## src/sv/pnbc_pkg.sv

```systemverilog
// pnbc_pkg: shared constants, types and helper functions of the pn binary correlator
// no dependencies; imported by the channel interfaces and every module of the block
package pnbc_pkg;

  localparam int WORD_BITS  = 32;
  localparam int BITCNT_W   = $clog2(WORD_BITS + 1);
  localparam int CORR_W     = 8;
  localparam int CHIP_PAT_W = 64;
  localparam int CHIP_CNT_W = 7;
  localparam int OVS_W      = 4;
  localparam int CFG_IDX_W  = 2;
  localparam int CFG_DATA_W = 64;

  typedef enum logic [CFG_IDX_W-1:0] {
    CFG_CHIP_PATTERN = 2'd0,
    CFG_CHIP_COUNT   = 2'd1,
    CFG_OVERSAMPLE   = 2'd2
  } cfg_idx_t;

  // pipeline step controls seen by every cell
  typedef struct packed {
    logic adv;
    logic push;
  } cell_ctl_t;

  // swar population count of one byte
  function automatic logic [3:0] popcnt8(input logic [7:0] x);
    logic [7:0] a;
    logic [7:0] b;
    logic [7:0] c;
    a = (x & 8'h55) + ((x >> 1) & 8'h55);
    b = (a & 8'h33) + ((a >> 2) & 8'h33);
    c = (b & 8'h0F) + ((b >> 4) & 8'h0F);
    return c[3:0];
  endfunction

endpackage

```

## src/sv/pnbc_if.sv

```systemverilog
// pnbc_if: valid/ready channel interfaces for sample words, results and register writes
// depends on pnbc_pkg for payload widths
interface pnbc_in_if;
  import pnbc_pkg::*;
  logic                 valid;
  logic                 ready;
  logic [WORD_BITS-1:0] sample_word;
  modport source (output valid, output sample_word, input ready);
  modport sink   (input valid, input sample_word, output ready);
endinterface

interface pnbc_out_if;
  import pnbc_pkg::*;
  logic                     valid;
  logic                     ready;
  logic signed [CORR_W-1:0] correlation;
  logic                     last_of_word;
  modport source (output valid, output correlation, output last_of_word, input ready);
  modport sink   (input valid, input correlation, input last_of_word, output ready);
endinterface

interface pnbc_cfg_if;
  import pnbc_pkg::*;
  logic                  valid;
  logic                  ready;
  logic [CFG_IDX_W-1:0]  index;
  logic [CFG_DATA_W-1:0] data;
  modport source (output valid, output index, output data, input ready);
  modport sink   (input valid, input index, input data, output ready);
endinterface

```

## src/sv/pnbc_cell.sv

```systemverilog
// pnbc_cell: one chip slot of the correlator chain, a slice of the sample history
// plus the mismatch flag of its chip; depends on pnbc_pkg
module pnbc_cell #(
  parameter int MAX_OVERSAMPLE = 8
) (
  input  logic                       clk,
  input  logic                       rst_n,
  input  pnbc_pkg::cell_ctl_t        ctl,
  input  logic                       sin,
  input  logic [MAX_OVERSAMPLE-1:0]  cand,
  input  logic [((MAX_OVERSAMPLE > 1) ? $clog2(MAX_OVERSAMPLE) : 1)-1:0] os_idx,
  input  logic                       ref_bit,
  input  logic                       en_bit,
  output logic [MAX_OVERSAMPLE-1:0]  seg,
  output logic                       sout,
  output logic                       mism
);
  import pnbc_pkg::*;

  logic [MAX_OVERSAMPLE-1:0] seg_r;
  logic [MAX_OVERSAMPLE-1:0] seg_nxt;
  logic [MAX_OVERSAMPLE:0]   shift_w;
  logic                      mism_r;
  logic                      mism_nxt;

  assign shift_w  = {seg_r, sin};
  assign seg_nxt  = shift_w[MAX_OVERSAMPLE-1:0];
  // tap for the current oversample factor may sit in this cell or in another cell of the chain
  assign mism_nxt = en_bit & (ref_bit ^ cand[os_idx]);

  always_ff @(posedge clk) begin
    if (!rst_n) begin
      seg_r <= '0;
    end else if (ctl.push) begin
      seg_r <= seg_nxt;
    end
  end

  always_ff @(posedge clk) begin
    if (ctl.adv) begin
      mism_r <= mism_nxt;
    end
  end

  assign seg  = seg_r;
  assign sout = seg_r[MAX_OVERSAMPLE-1];
  assign mism = mism_r;

endmodule

```

## src/sv/pnbc_sum.sv

```systemverilog
// pnbc_sum: registered two-level count of chip mismatches and the output register
// depends on pnbc_pkg (popcnt8, result width)
module pnbc_sum #(
  parameter int MAX_CHIPS = 64
) (
  input  logic                               clk,
  input  logic                               rst_n,
  input  pnbc_pkg::cell_ctl_t                ctl,
  input  logic [MAX_CHIPS-1:0]               mism,
  input  logic                               in_valid,
  input  logic                               in_last,
  input  logic [$clog2(MAX_CHIPS + 1)-1:0]   cc,
  output logic                               out_valid,
  output logic signed [pnbc_pkg::CORR_W-1:0] out_corr,
  output logic                               out_last
);
  import pnbc_pkg::*;

  localparam int NGRP  = (MAX_CHIPS + 7) / 8;
  localparam int PAD_W = NGRP * 8;

  logic [PAD_W-1:0]  mism_pad;
  logic [3:0]        grp_r [NGRP];
  logic              vb_r;
  logic              lastb_r;
  logic [CORR_W-1:0] dsum;
  logic [CORR_W-1:0] corr_nxt;
  logic [CORR_W-1:0] corr_r;
  logic              ov_r;
  logic              ol_r;

  assign mism_pad = PAD_W'(mism);

  always_ff @(posedge clk) begin
    if (ctl.adv) begin
      for (int g = 0; g < NGRP; g++) begin
        grp_r[g] <= popcnt8(mism_pad[g*8 +: 8]);
      end
    end
  end

  always_comb begin
    dsum = '0;
    for (int g = 0; g < NGRP; g++) begin
      dsum = dsum + CORR_W'(grp_r[g]);
    end
    corr_nxt = {dsum[CORR_W-2:0], 1'b0} - CORR_W'(cc);
  end

  always_ff @(posedge clk) begin
    if (!rst_n) begin
      vb_r <= 1'b0;
      ov_r <= 1'b0;
    end else if (ctl.adv) begin
      vb_r <= in_valid;
      ov_r <= vb_r;
    end
  end

  always_ff @(posedge clk) begin
    if (ctl.adv) begin
      lastb_r <= in_last;
      ol_r    <= lastb_r;
      corr_r  <= corr_nxt;
    end
  end

  assign out_valid = ov_r;
  assign out_corr  = signed'(corr_r);
  assign out_last  = ol_r;

endmodule

```

## src/sv/pn_binary_correlator.sv

```systemverilog
// pn_binary_correlator: top level, word serializer, chain of chip cells, mismatch count
// depends on pnbc_pkg, pnbc_if, pnbc_cell, pnbc_sum
//
//  channel   dir  payload                            request taken when
//  in_ch     in   sample_word[31:0]                  valid && ready
//  out_ch    out  correlation[7:0] s, last_of_word   valid && ready
//  cfg_ch    in   index[1:0], data[63:0]             valid && ready (ready always high)
//
// one result per cycle unless out_ch.ready stalls the block, set by one sample bit shifted into the
// cell chain per cycle. the next word is taken as its predecessor's last bit shifts in.
// a word's bits pass the cell history, mismatch flags, group counts and output register in turn.
// synchronous reset clears the whole sample history directly, with no clearing pass.
// out_ch.ready low with a valid result freezes the shifting serializer, the chain and the count pipeline together.
module pn_binary_correlator #(
  parameter int MAX_CHIPS      = 64,
  parameter int MAX_OVERSAMPLE = 8
) (
  input  logic        clk,
  input  logic        rst_n,
  pnbc_in_if.sink     in_ch,
  pnbc_out_if.source  out_ch,
  pnbc_cfg_if.sink    cfg_ch
);
  import pnbc_pkg::*;

  localparam int CNT_W  = $clog2(MAX_CHIPS + 1);
  localparam int OSI_W  = (MAX_OVERSAMPLE > 1) ? $clog2(MAX_OVERSAMPLE) : 1;
  localparam int HIST_W = MAX_CHIPS * MAX_OVERSAMPLE;

  // configuration registers
  logic [CHIP_PAT_W-1:0] chip_pattern_r;
  logic [CHIP_CNT_W-1:0] chip_count_r;
  logic [OVS_W-1:0]      oversample_r;

  // derived from configuration, refreshed every cycle
  logic [CNT_W-1:0]     cc_eff;
  logic [CNT_W-1:0]     cc_eff_r;
  logic [OVS_W:0]       os_eff;
  logic [OVS_W:0]       os_m1;
  logic [OSI_W-1:0]     os_idx_r;
  logic [MAX_CHIPS-1:0] rev_w;
  logic [MAX_CHIPS-1:0] aligned_r;
  logic [MAX_CHIPS-1:0] mask_r;

  // serializer and pipeline control
  logic [WORD_BITS-1:0] word_r;
  logic [BITCNT_W-1:0]  cnt_r;
  logic                 v0_r;
  logic                 last0_r;
  logic                 va_r;
  logic                 lasta_r;
  logic                 busy;
  logic                 adv;
  logic                 in_take;
  cell_ctl_t            ctl;

  logic                        out_valid;
  logic signed [CORR_W-1:0]    out_corr;
  logic                        out_last;

  logic [MAX_OVERSAMPLE-1:0] seg_w  [MAX_CHIPS];
  logic [MAX_OVERSAMPLE-1:0] cand_w [MAX_CHIPS];
  logic [MAX_CHIPS-1:0]      sout_w;
  logic [MAX_CHIPS-1:0]      mism_w;
  logic [HIST_W-1:0]         hist_w;

  // ---------------- configuration ----------------
  assign cfg_ch.ready = 1'b1;

  always_ff @(posedge clk) begin
    if (!rst_n) begin
      chip_pattern_r <= '0;
      chip_count_r   <= CHIP_CNT_W'(64);
      oversample_r   <= OVS_W'(1);
    end else if (cfg_ch.valid) begin
      case (cfg_idx_t'(cfg_ch.index))
        CFG_CHIP_PATTERN: chip_pattern_r <= cfg_ch.data[CHIP_PAT_W-1:0];
        CFG_CHIP_COUNT:   chip_count_r   <= cfg_ch.data[CHIP_CNT_W-1:0];
        CFG_OVERSAMPLE:   oversample_r   <= cfg_ch.data[OVS_W-1:0];
        default: ;
      endcase
    end
  end

  always_comb begin
    if (chip_count_r == '0) begin
      cc_eff = CNT_W'(1);
    end else if (chip_count_r > CHIP_CNT_W'(MAX_CHIPS)) begin
      cc_eff = CNT_W'(MAX_CHIPS);
    end else begin
      cc_eff = CNT_W'(chip_count_r);
    end
    if (oversample_r == '0) begin
      os_eff = (OVS_W + 1)'(1);
    end else if ({1'b0, oversample_r} > (OVS_W + 1)'(MAX_OVERSAMPLE)) begin
      os_eff = (OVS_W + 1)'(MAX_OVERSAMPLE);
    end else begin
      os_eff = {1'b0, oversample_r};
    end
    os_m1 = os_eff - (OVS_W + 1)'(1);
    for (int i = 0; i < MAX_CHIPS; i++) begin
      rev_w[i] = chip_pattern_r[MAX_CHIPS-1-i];
    end
  end

  // cell j compares against chip cc-1-j, cells at or above cc stay silent
  always_ff @(posedge clk) begin
    cc_eff_r  <= cc_eff;
    os_idx_r  <= OSI_W'(os_m1);
    aligned_r <= rev_w >> (CNT_W'(MAX_CHIPS) - cc_eff);
    mask_r    <= ~({MAX_CHIPS{1'b1}} << cc_eff);
  end

  // ---------------- word serializer ----------------
  assign busy        = (cnt_r != '0);
  assign adv         = !out_valid || out_ch.ready;
  assign in_ch.ready = !busy || ((cnt_r == BITCNT_W'(1)) && adv);
  assign in_take     = in_ch.valid && in_ch.ready;
  assign ctl.adv     = adv;
  assign ctl.push    = adv && busy;

  always_ff @(posedge clk) begin
    if (!rst_n) begin
      cnt_r <= '0;
      v0_r  <= 1'b0;
      va_r  <= 1'b0;
    end else begin
      if (in_take) begin
        cnt_r <= BITCNT_W'(WORD_BITS);
      end else if (ctl.push) begin
        cnt_r <= cnt_r - BITCNT_W'(1);
      end
      if (adv) begin
        v0_r <= busy;
        va_r <= v0_r;
      end
    end
  end

  always_ff @(posedge clk) begin
    if (in_take) begin
      word_r <= in_ch.sample_word;
    end else if (ctl.push) begin
      word_r <= word_r << 1;
    end
    if (adv) begin
      last0_r <= (cnt_r == BITCNT_W'(1));
      lasta_r <= last0_r;
    end
  end

  // ---------------- cell chain ----------------
  for (genvar j = 0; j < MAX_CHIPS; j++) begin : g_cell
    assign hist_w[j*MAX_OVERSAMPLE +: MAX_OVERSAMPLE] = seg_w[j];
    for (genvar o = 0; o < MAX_OVERSAMPLE; o++) begin : g_tap
      assign cand_w[j][o] = hist_w[(j + 1) * (o + 1) - 1];
    end

    pnbc_cell #(
      .MAX_OVERSAMPLE (MAX_OVERSAMPLE)
    ) u_cell (
      .clk     (clk),
      .rst_n   (rst_n),
      .ctl     (ctl),
      .sin     ((j == 0) ? word_r[WORD_BITS-1] : sout_w[(j == 0) ? 0 : j - 1]),
      .cand    (cand_w[j]),
      .os_idx  (os_idx_r),
      .ref_bit (aligned_r[j]),
      .en_bit  (mask_r[j]),
      .seg     (seg_w[j]),
      .sout    (sout_w[j]),
      .mism    (mism_w[j])
    );
  end

  // ---------------- mismatch count ----------------
  pnbc_sum #(
    .MAX_CHIPS (MAX_CHIPS)
  ) u_sum (
    .clk       (clk),
    .rst_n     (rst_n),
    .ctl       (ctl),
    .mism      (mism_w),
    .in_valid  (va_r),
    .in_last   (lasta_r),
    .cc        (cc_eff_r),
    .out_valid (out_valid),
    .out_corr  (out_corr),
    .out_last  (out_last)
  );

  assign out_ch.valid        = out_valid;
  assign out_ch.correlation  = out_corr;
  assign out_ch.last_of_word = out_last;

  // ---------------- assertions ----------------
  a_load_full_word: assert property (@(posedge clk) disable iff (!rst_n)
    (in_ch.valid && in_ch.ready) |=> (cnt_r == BITCNT_W'(WORD_BITS)))
    else $error("accepted word did not load a full bit count");

  a_hist_frozen: assert property (@(posedge clk) disable iff (!rst_n)
    !adv |=> $stable(hist_w))
    else $error("sample history moved during an output stall");

  a_corr_parity: assert property (@(posedge clk) disable iff (!rst_n)
    out_valid |-> (out_corr[0] == cc_eff_r[0]))
    else $error("correlation parity disagrees with chip count");

endmodule
```

## src/flat_wrapper.sv

```systemverilog
// flat-port wrapper written by rule: the top's interface ports become plain ports
module pn_binary_correlator_flat import pnbc_pkg::*;
#(
  parameter int MAX_CHIPS      = 64,
  parameter int MAX_OVERSAMPLE = 8
)
  (clk, rst_n, in_ch_valid, in_ch_sample_word, in_ch_ready, out_ch_valid, out_ch_correlation, out_ch_last_of_word, out_ch_ready, cfg_ch_valid, cfg_ch_index, cfg_ch_data, cfg_ch_ready);
  pnbc_in_if in_ch_i ();
  pnbc_out_if out_ch_i ();
  pnbc_cfg_if cfg_ch_i ();
  input  logic clk;
  input  logic rst_n;
  input wire logic [$bits(in_ch_i.valid)-1:0] in_ch_valid;
  input wire logic [$bits(in_ch_i.sample_word)-1:0] in_ch_sample_word;
  output wire logic [$bits(in_ch_i.ready)-1:0] in_ch_ready;
  output wire logic [$bits(out_ch_i.valid)-1:0] out_ch_valid;
  output wire logic [$bits(out_ch_i.correlation)-1:0] out_ch_correlation;
  output wire logic [$bits(out_ch_i.last_of_word)-1:0] out_ch_last_of_word;
  input wire logic [$bits(out_ch_i.ready)-1:0] out_ch_ready;
  input wire logic [$bits(cfg_ch_i.valid)-1:0] cfg_ch_valid;
  input wire logic [$bits(cfg_ch_i.index)-1:0] cfg_ch_index;
  input wire logic [$bits(cfg_ch_i.data)-1:0] cfg_ch_data;
  output wire logic [$bits(cfg_ch_i.ready)-1:0] cfg_ch_ready;
  assign in_ch_i.valid = in_ch_valid;
  assign in_ch_i.sample_word = in_ch_sample_word;
  assign in_ch_ready = in_ch_i.ready;
  assign out_ch_valid = out_ch_i.valid;
  assign out_ch_correlation = out_ch_i.correlation;
  assign out_ch_last_of_word = out_ch_i.last_of_word;
  assign out_ch_i.ready = out_ch_ready;
  assign cfg_ch_i.valid = cfg_ch_valid;
  assign cfg_ch_i.index = cfg_ch_index;
  assign cfg_ch_i.data = cfg_ch_data;
  assign cfg_ch_ready = cfg_ch_i.ready;
  pn_binary_correlator #(.MAX_CHIPS(MAX_CHIPS), .MAX_OVERSAMPLE(MAX_OVERSAMPLE)) u_core (.clk(clk), .rst_n(rst_n), .in_ch(in_ch_i), .out_ch(out_ch_i), .cfg_ch(cfg_ch_i));
endmodule
```

## config.mk

```make
export PLATFORM = sky130hd
export DESIGN_NAME = pn_binary_correlator_flat
export DESIGN_NICKNAME = d
export VERILOG_FILES = /design/src/sv/pnbc_pkg.sv /design/src/sv/pnbc_if.sv /design/src/sv/pnbc_cell.sv /design/src/sv/pnbc_sum.sv /design/src/sv/pn_binary_correlator.sv /design/src/flat_wrapper.sv
export SDC_FILE = /design/constraint.sdc
export NUM_CORES = 2
export LEC_CHECK = 0
export BUFFER_PORTS_ARGS = -buffer_cell sky130_fd_sc_hd__buf_2
export CORE_MARGIN = 1.5
export CORE_UTILIZATION = 50
export CTS_CLUSTER_DIAMETER = 30
export DETAILED_ROUTE_END_ITERATION = 7
export HOLD_SLACK_MARGIN = 0.03
export MAX_ROUTING_LAYER = met4
export PLACE_DENSITY = 0.74
export REMOVE_ABC_BUFFERS = 1
export SLEW_MARGIN = 10
export SYNTH_ARGS = -nofsm -noshare
export SYNTH_HDL_FRONTEND = slang
export SYNTH_SLANG_ARGS = --single-unit
export TNS_END_PERCENT = 30
```

## constraint.sdc

```tcl
create_clock -name clk -period 8.6 [get_ports clk]
set_input_delay 0.86 -clock clk [delete_from_list [all_inputs] [get_ports clk]]
set_output_delay 0.86 -clock clk [all_outputs]
set_load 0.05 [all_outputs]
```

-- Word-level counts from Yosys, hierarchy flattened
Memory sizes are Yosys's and may differ from the RTL's.
Index checks and enable logic that the tools add are counted.
- multipliers: 0
- add/subtract/negate cells: 35
- equality and inequality tests: 3
- div/mod/pow operators: 0
- reduce and logical (&&, ||, !) cells: 16
- shift-type cells: 2
- mux-type cells: 138
- bitwise operators: 130
- order comparisons: 3
- operator list (kind ; number):
    binary-select mux 1 bit (select 3 bit) ; 64
    two-way mux 1 bit ; 66
    adder 7 x 7 -> 8 bit ; 8
    AND 1 bit ; 64
    two-way mux 32 bit ; 2
    inverter 64 bit ; 1
    << shifter 64 x 7 -> 64 bit (first input constant) ; 1
    >> shifter 64 x 7 -> 64 bit ; 1
    bitwise XOR 1 bit ; 64
    adder 6 x 6 -> 7 bit ; 8
    adder 7 x 4 -> 7 bit ; 5
    adder 4 x 3 -> 4 bit ; 6
    two-way mux 7 bit ; 2
    two-way mux 6 bit ; 2
    adder 4 bit ; 2
    subtractor 8 x 7 -> 8 bit ; 1
    greater-than comparator 7 bit (second input constant) ; 1
    logical NOT 7 bit ; 1
    subtractor 7 bit (first input constant) ; 1
    adder 5 x 4 -> 6 bit ; 1
    equality test 6 x 1 -> 1 bit (second input constant) ; 1
    two-way mux 3 bit ; 2
    AND reduction 2 bit ; 3
    nonzero test 6 bit ; 1
    15 further kinds ; 19
- latch bits: 0
- register bits after elaboration: 843
- bits in read-only memories: 0
- logic and storage cells: 475
- memories kept: 1
- RAM bits: 32
- bits of input ports: 103
- output and inout port bits: 12
- memories (memory ; depth ; width ; rd ports ; clocked after Yosys merged registers in ; wr ports ; line ; text):
    u_core.u_sum.grp_r ; 8 ; 4 ; 8 ; 0 ; 8 ; pnbc_sum.sv:23 ; logic [3:0] grp_r [NGRP];

-- Longest topological paths before layout
An unclocked memory read counts as a cell.
- depth in word-level cells: 9
- depth in mapped cells: 21
- depth with buffers taken out: 19

-- Modules after synthesis
From an unflattened synthesis, not the netlist that was laid out.
- cell total of the unflattened synthesis: 4069
- area, all modules: 44641.6 sq um
- modules (own cells, without submodules) (module ; seq. area each (sq um) ; instances ; cells each ; area each (sq um)):
    pnbc_cell ; 190.2 ; 64 ; 36 ; 426.7
    pn_binary_correlator ; 5425.2 ; 1 ; 1415 ; 13132.6
    pnbc_sum ; 1301.2 ; 1 ; 350 ; 4202.8

-- Worst setup path after synthesis
OpenSTA, ideal clock, no wires.
- path type: input-to-reg
- start point: input out_ch_ready
- end point: register u_core.word_r[0] (enable)
- buffers on the path: 3
- library setup time: 0.329 ns
- data arrival time: 5.395 ns
- data required time: 8.271 ns
- stages: 9
- setup slack: 2.876 ns
- cells stage by stage: nor2b_1 -> clkbuf_1 -> clkinv_1 -> a21oi_1 -> nor3_1 -> and2_1 -> clkbuf_1 -> clkbuf_1 -> or2_2
- word-level cells in the longest chain between the ends: 5
- elaborated cells between the ends (all ways): 6
- those cells by class: 6 x reduce/logical
- ends and longest elaborated chain (element ; line ; text):
    from (decl) ; flat_wrapper.sv:19 ; input wire logic [$bits(out_ch_i.ready)-1:0] out_ch_ready;
    logical OR 1 bit ; pn_binary_correlator.sv:116 ; assign adv = !out_valid || out_ch.ready;
    logical AND 1 bit ; pn_binary_correlator.sv:117 ; assign in_ch.ready = !busy || ((cnt_r == BITCNT_W'(1)) && adv);
    logical OR 1 bit ; pn_binary_correlator.sv:117 ;
    via in_ch_ready ; flat_wrapper.sv:15 ; output wire logic [$bits(in_ch_i.ready)-1:0] in_ch_ready;
    logical AND 1 bit ; pn_binary_correlator.sv:118 ; assign in_take = in_ch.valid && in_ch.ready;
    nonzero test 2 bit (no line) ; -- ;
    to (signal assigned) ; pn_binary_correlator.sv:142 ; word_r <= in_ch.sample_word;
    to (signal assigned) ; pn_binary_correlator.sv:144 ; word_r <= word_r << 1;
    to (decl) ; pn_binary_correlator.sv:46 ; logic [WORD_BITS-1:0] word_r;
The timed path passes the listed nets, and every way through them passes these cells.
A chain may end at the register's enable or synchronous reset.

-- Worst setup path in the final report
- start point: register u_core.chip_count_r[6]
- end point: register u_core.aligned_r[6]
- word-level cells in the longest chain between the ends: 5
- elaborated cells between the ends (all ways): 6
- those cells by class: 1 x add/sub; 1 x order compare; 1 x shift; 2 x mux; 1 x reduce/logical
- ends and longest elaborated chain (element ; line ; text):
    from (decl) ; pn_binary_correlator.sv:32 ; logic [CHIP_CNT_W-1:0] chip_count_r;
    from (signal assigned) ; pn_binary_correlator.sv:78 ; CFG_CHIP_COUNT: chip_count_r <= cfg_ch.data[CHIP_CNT_W-1:0];
    greater-than comparator 7 bit ; pn_binary_correlator.sv:88 ; end else if (chip_count_r > CHIP_CNT_W'(MAX_CHIPS)) begin
    two-way mux 7 bit ; pn_binary_correlator.sv:88 ;
    two-way mux 7 bit * ; pn_binary_correlator.sv:86 ; if (chip_count_r == '0) begin
    via u_core.cc_eff[1] ; pn_binary_correlator.sv:36 ; logic [CNT_W-1:0] cc_eff;
    subtractor 7 bit * ; pn_binary_correlator.sv:110 ; aligned_r <= rev_w >> (CNT_W'(MAX_CHIPS) - cc_eff);
    >> shifter 64 x 7 -> 64 bit * ; pn_binary_correlator.sv:110 ;
    to (signal assigned) ; pn_binary_correlator.sv:110 ;
    to (decl) ; pn_binary_correlator.sv:42 ; logic [MAX_CHIPS-1:0] aligned_r;
The timed path passes the listed nets; every way through them passes the cells marked *.

==> qor.yml <==
grt-ovfl-total: 0
synth.mux.area_fraction_pct: 15.0
power_w: 0.0150
grt_pass1_vias: 30500
synth_fa_ha_area_share_pct: 5.00
hold_violations: 0
cts-root-buf: "clkbuf_16"
port_buffers: 113
ys_seq_elements: 874
wl_um: 122000
min_path_cells: 3
grt_pass1_wl_um: 186000
arrival_ns: 6.36
syn_area_mm2: 0.0422
ys.flop_type: "dfxtp_1"
regToRegSetupSlack_ns: 2.84
max_stage_delay_ns: 1.01
postSynthAreaPerCell_um2: 9.76
cp_slowest_cell: "clkinv_1"
peakVddDrop_mv: 0.698
core_mm2: 0.0836
synth_top_family_by_area: "multiplexers"
slew_viol_final: 0
synth_edf_count: 140
synth_seq_area_share_pct: 44.8
gp_congestion: 0.962
synth_compound_area_share_pct: 14.8
drtPass1Iterations: 6
status: "complete, no violations"
post-synth-top-count-cell: "nand2_1"
setup_viol: 0
drive_gt1_share_pct: 15.7
maxSlewHeadroom_pct: 17.1
worst_pin_slew_ns: 1.21
r2r-start: "u_core.chip_count_r[6]$_SDFFE_PN1P_"
drv_cap: 0
syn_inst: 4327
synth-xor-area-share_pct: 1.85
cts_hold_buffers: 0
grt_usage_pct: 29.1
final_util_pct: 59.0
crit_chain: "clkinv_1, nand2_1, inv_1, ha_1, buf_4, clkinv_2, nand2_1, o22ai_1, or4_1, a31oi_1, o221ai_1"
fillers: 7027
ys_types: 75
synthTopCellsByCount: "nand2_1, dfxtp_1, a21boi_0"
htreeDepth: 4
nets: 4569
path_clk_slew_ns: 0.05
placedCellCount: 5237
power.density_mw_per_mm2: 305
endpoint: "u_core.aligned_r[6]$_SDFF_PP0_"
cts_tree: "yes"
vias_per_cell: 5.79
dp.final_hpwl_um: 82000
path_class: "flop to flop"
worst_ep_required_time_ns: 9.20
ys.warnings.count: 0
antenna_left: 0
post_cts_buffers: 0
synth_top_area_share_pct: 34.8
p_leak_nw: 18.4
tns_ns: 0
wire_per_inst_um: 22.0
r2r_cells: 11
first_iter_violations: 3355
min_period_over_period_pct: 67.0
synth_area_leader_cell: "dfxtp_1"
reg2reg_to: "u_core.aligned_r[6]$_SDFF_PP0_"
vias: 32100
skew_ns: 0.0368
die_area_mm2: 0.0862
synth_simple_gate_area_share_pct: 14.5
stdcell_area_mm2: 0.0493
initial_utilization_pct: 50.5
ys_async_sr_fraction_pct: 0
numCtsBuffers: 166
grt_max_degree: 238
start_kind: "flop"
antenna_found_initial: 4
cp-startpoint: "u_core.chip_count_r[6]$_SDFFE_PN1P_"
final_cells: 5544
hold_path_class: "primary input to flop"
clk_latency_ns: 0.75
num_io_pins: 115
synth_area_leaders: "dfxtp_1, nand2_1, a21boi_0, edfxtp_1, mux4_2"
path_max_fanout: 36
fp.dieW_um: 294
syn_to_final_growth_pct: 16.7
cts_resized: 0
crit_path_end_kind: "flop"
clock_path_buffers: 3
fmax_mhz: 174
critPathMostFrequentCell: "nand2_1"
die_h_um: 294
cts_num_sinks: 874
rsz0062_at_grt: "false"
route.detailed.drc: 0
postPlaceCellArea_mm2: 0.0433
rows: 106
finalCriticalPeriod_ns: 5.76
## kinds of logic after synthesis
group                      after synthesis
AOI/OAI and AO/OA                      858
muxes                                  399
other                                    1
DFF                                    874
xor gates and xnor gates                89
adders and majority gates              141
and+or+nand+nor                       1521
buffers and inverters                  444
## worst max-delay path, delay by kind of cell, from the launching register on
family	cells	cell delay, ns
buffers and inverters	4	2.31
AO/OA/AOI/OAI	3	0.66
adder cells (fa/ha/maj)	1	0.28
AND/OR/NAND/NOR	3	1.52
flip-flops	1	0.86
## worst min-delay path by stage
stage / start / to / slack, ns
after floorplan: u_core.last0_r$_DFFE_PN_ / u_core.lasta_r$_DFFE_PN_ / 0.40
after global placement: u_core.lasta_r$_DFFE_PN_ / u_core.u_sum.lastb_r$_DFFE_PN_ / 0.41
after detailed placement: u_core.u_sum.lastb_r$_DFFE_PN_ / u_core.u_sum.out_last$_DFFE_PN_ / 0.41
after CTS: cfg_ch_data[37] / u_core.chip_pattern_r[37]$_SDFFE_PN0P_ / 0.34
after global routing: cfg_ch_data[33] / u_core.chip_pattern_r[33]$_SDFFE_PN0P_ / 0.37
final: cfg_ch_data[29] / u_core.chip_pattern_r[29]$_SDFFE_PN0P_ / 0.37
## metal layers
layer  up-vias  GRT usage (%)  share of wire [%]
li1      14900              -                  -
met1     15500           39.1                 42
met2      1383           41.9                 44
met3       320           7.37                9.9
met4         0           11.5                4.0
met5         -              -                  0
## report_power, final
part / switching [W] / total [W] / internal (W)
clock network: 0.00226 / 0.00680 / 0.00454
registers: 0.000144 / 0.00475 / 0.00460
logic: 0.00232 / 0.00347 / 0.00114
total: 0.00473 / 0.0150 / 0.0103
## registers in the layout, indices dropped and copies added (netlist names), 3 cells and up
register                   flops
u_core.cc_eff_r                7
u_core.chip_pattern_r         64
u_core.aligned_r              64
u_core.g_cell.u_cell.seg     512
u_core.os_idx_r                3
u_core.oversample_r            4
u_core.word_r                 32
u_core.chip_count_r            7
u_core.cnt_r                   6
u_core.u_sum.grp_r            32
u_core.g_cell.u_cell.mism     64
u_core.mask_r                 63
u_core.u_sum.out_corr          8
## placed cells by master (no fill, tap or decap), types with 48 or more instances in the layout
cell type,n
mux2_2,52
inv_1,122
a21oi_1,48
a21boi_0,579
nor2_1,85
mux4_2,183
edfxtp_1,140
dfxtp_1,731
clkbuf_16,177
mux2i_1,164
buf_2,112
xnor2_1,82
ha_1,95
and2_1,74
nand2_1,1278
o21ai_0,58
## area by class of cell
class	count	area (um2)	area share [%]
diodes	2	5.00	0.0102
clock buffers	210	4760	9.67
clock inverters	95	1210	2.47
inverters	128	489	0.993
multi-input cells	3009	21600	43.9
flip-flops and latches	874	18900	38.4
well taps	1080	1350	2.74
repair buffers	146	898	1.82
## metrics by stage
step                      worst slack (ns)  hold WS (ns)
after global placement                3.16         0.405
after floorplan                     -12.69         0.400
after detailed placement              3.03         0.406
final                                 2.84         0.370
after global routing                  2.49         0.368
after CTS                             3.04         0.336
Power figures use the tool's default switching activity.
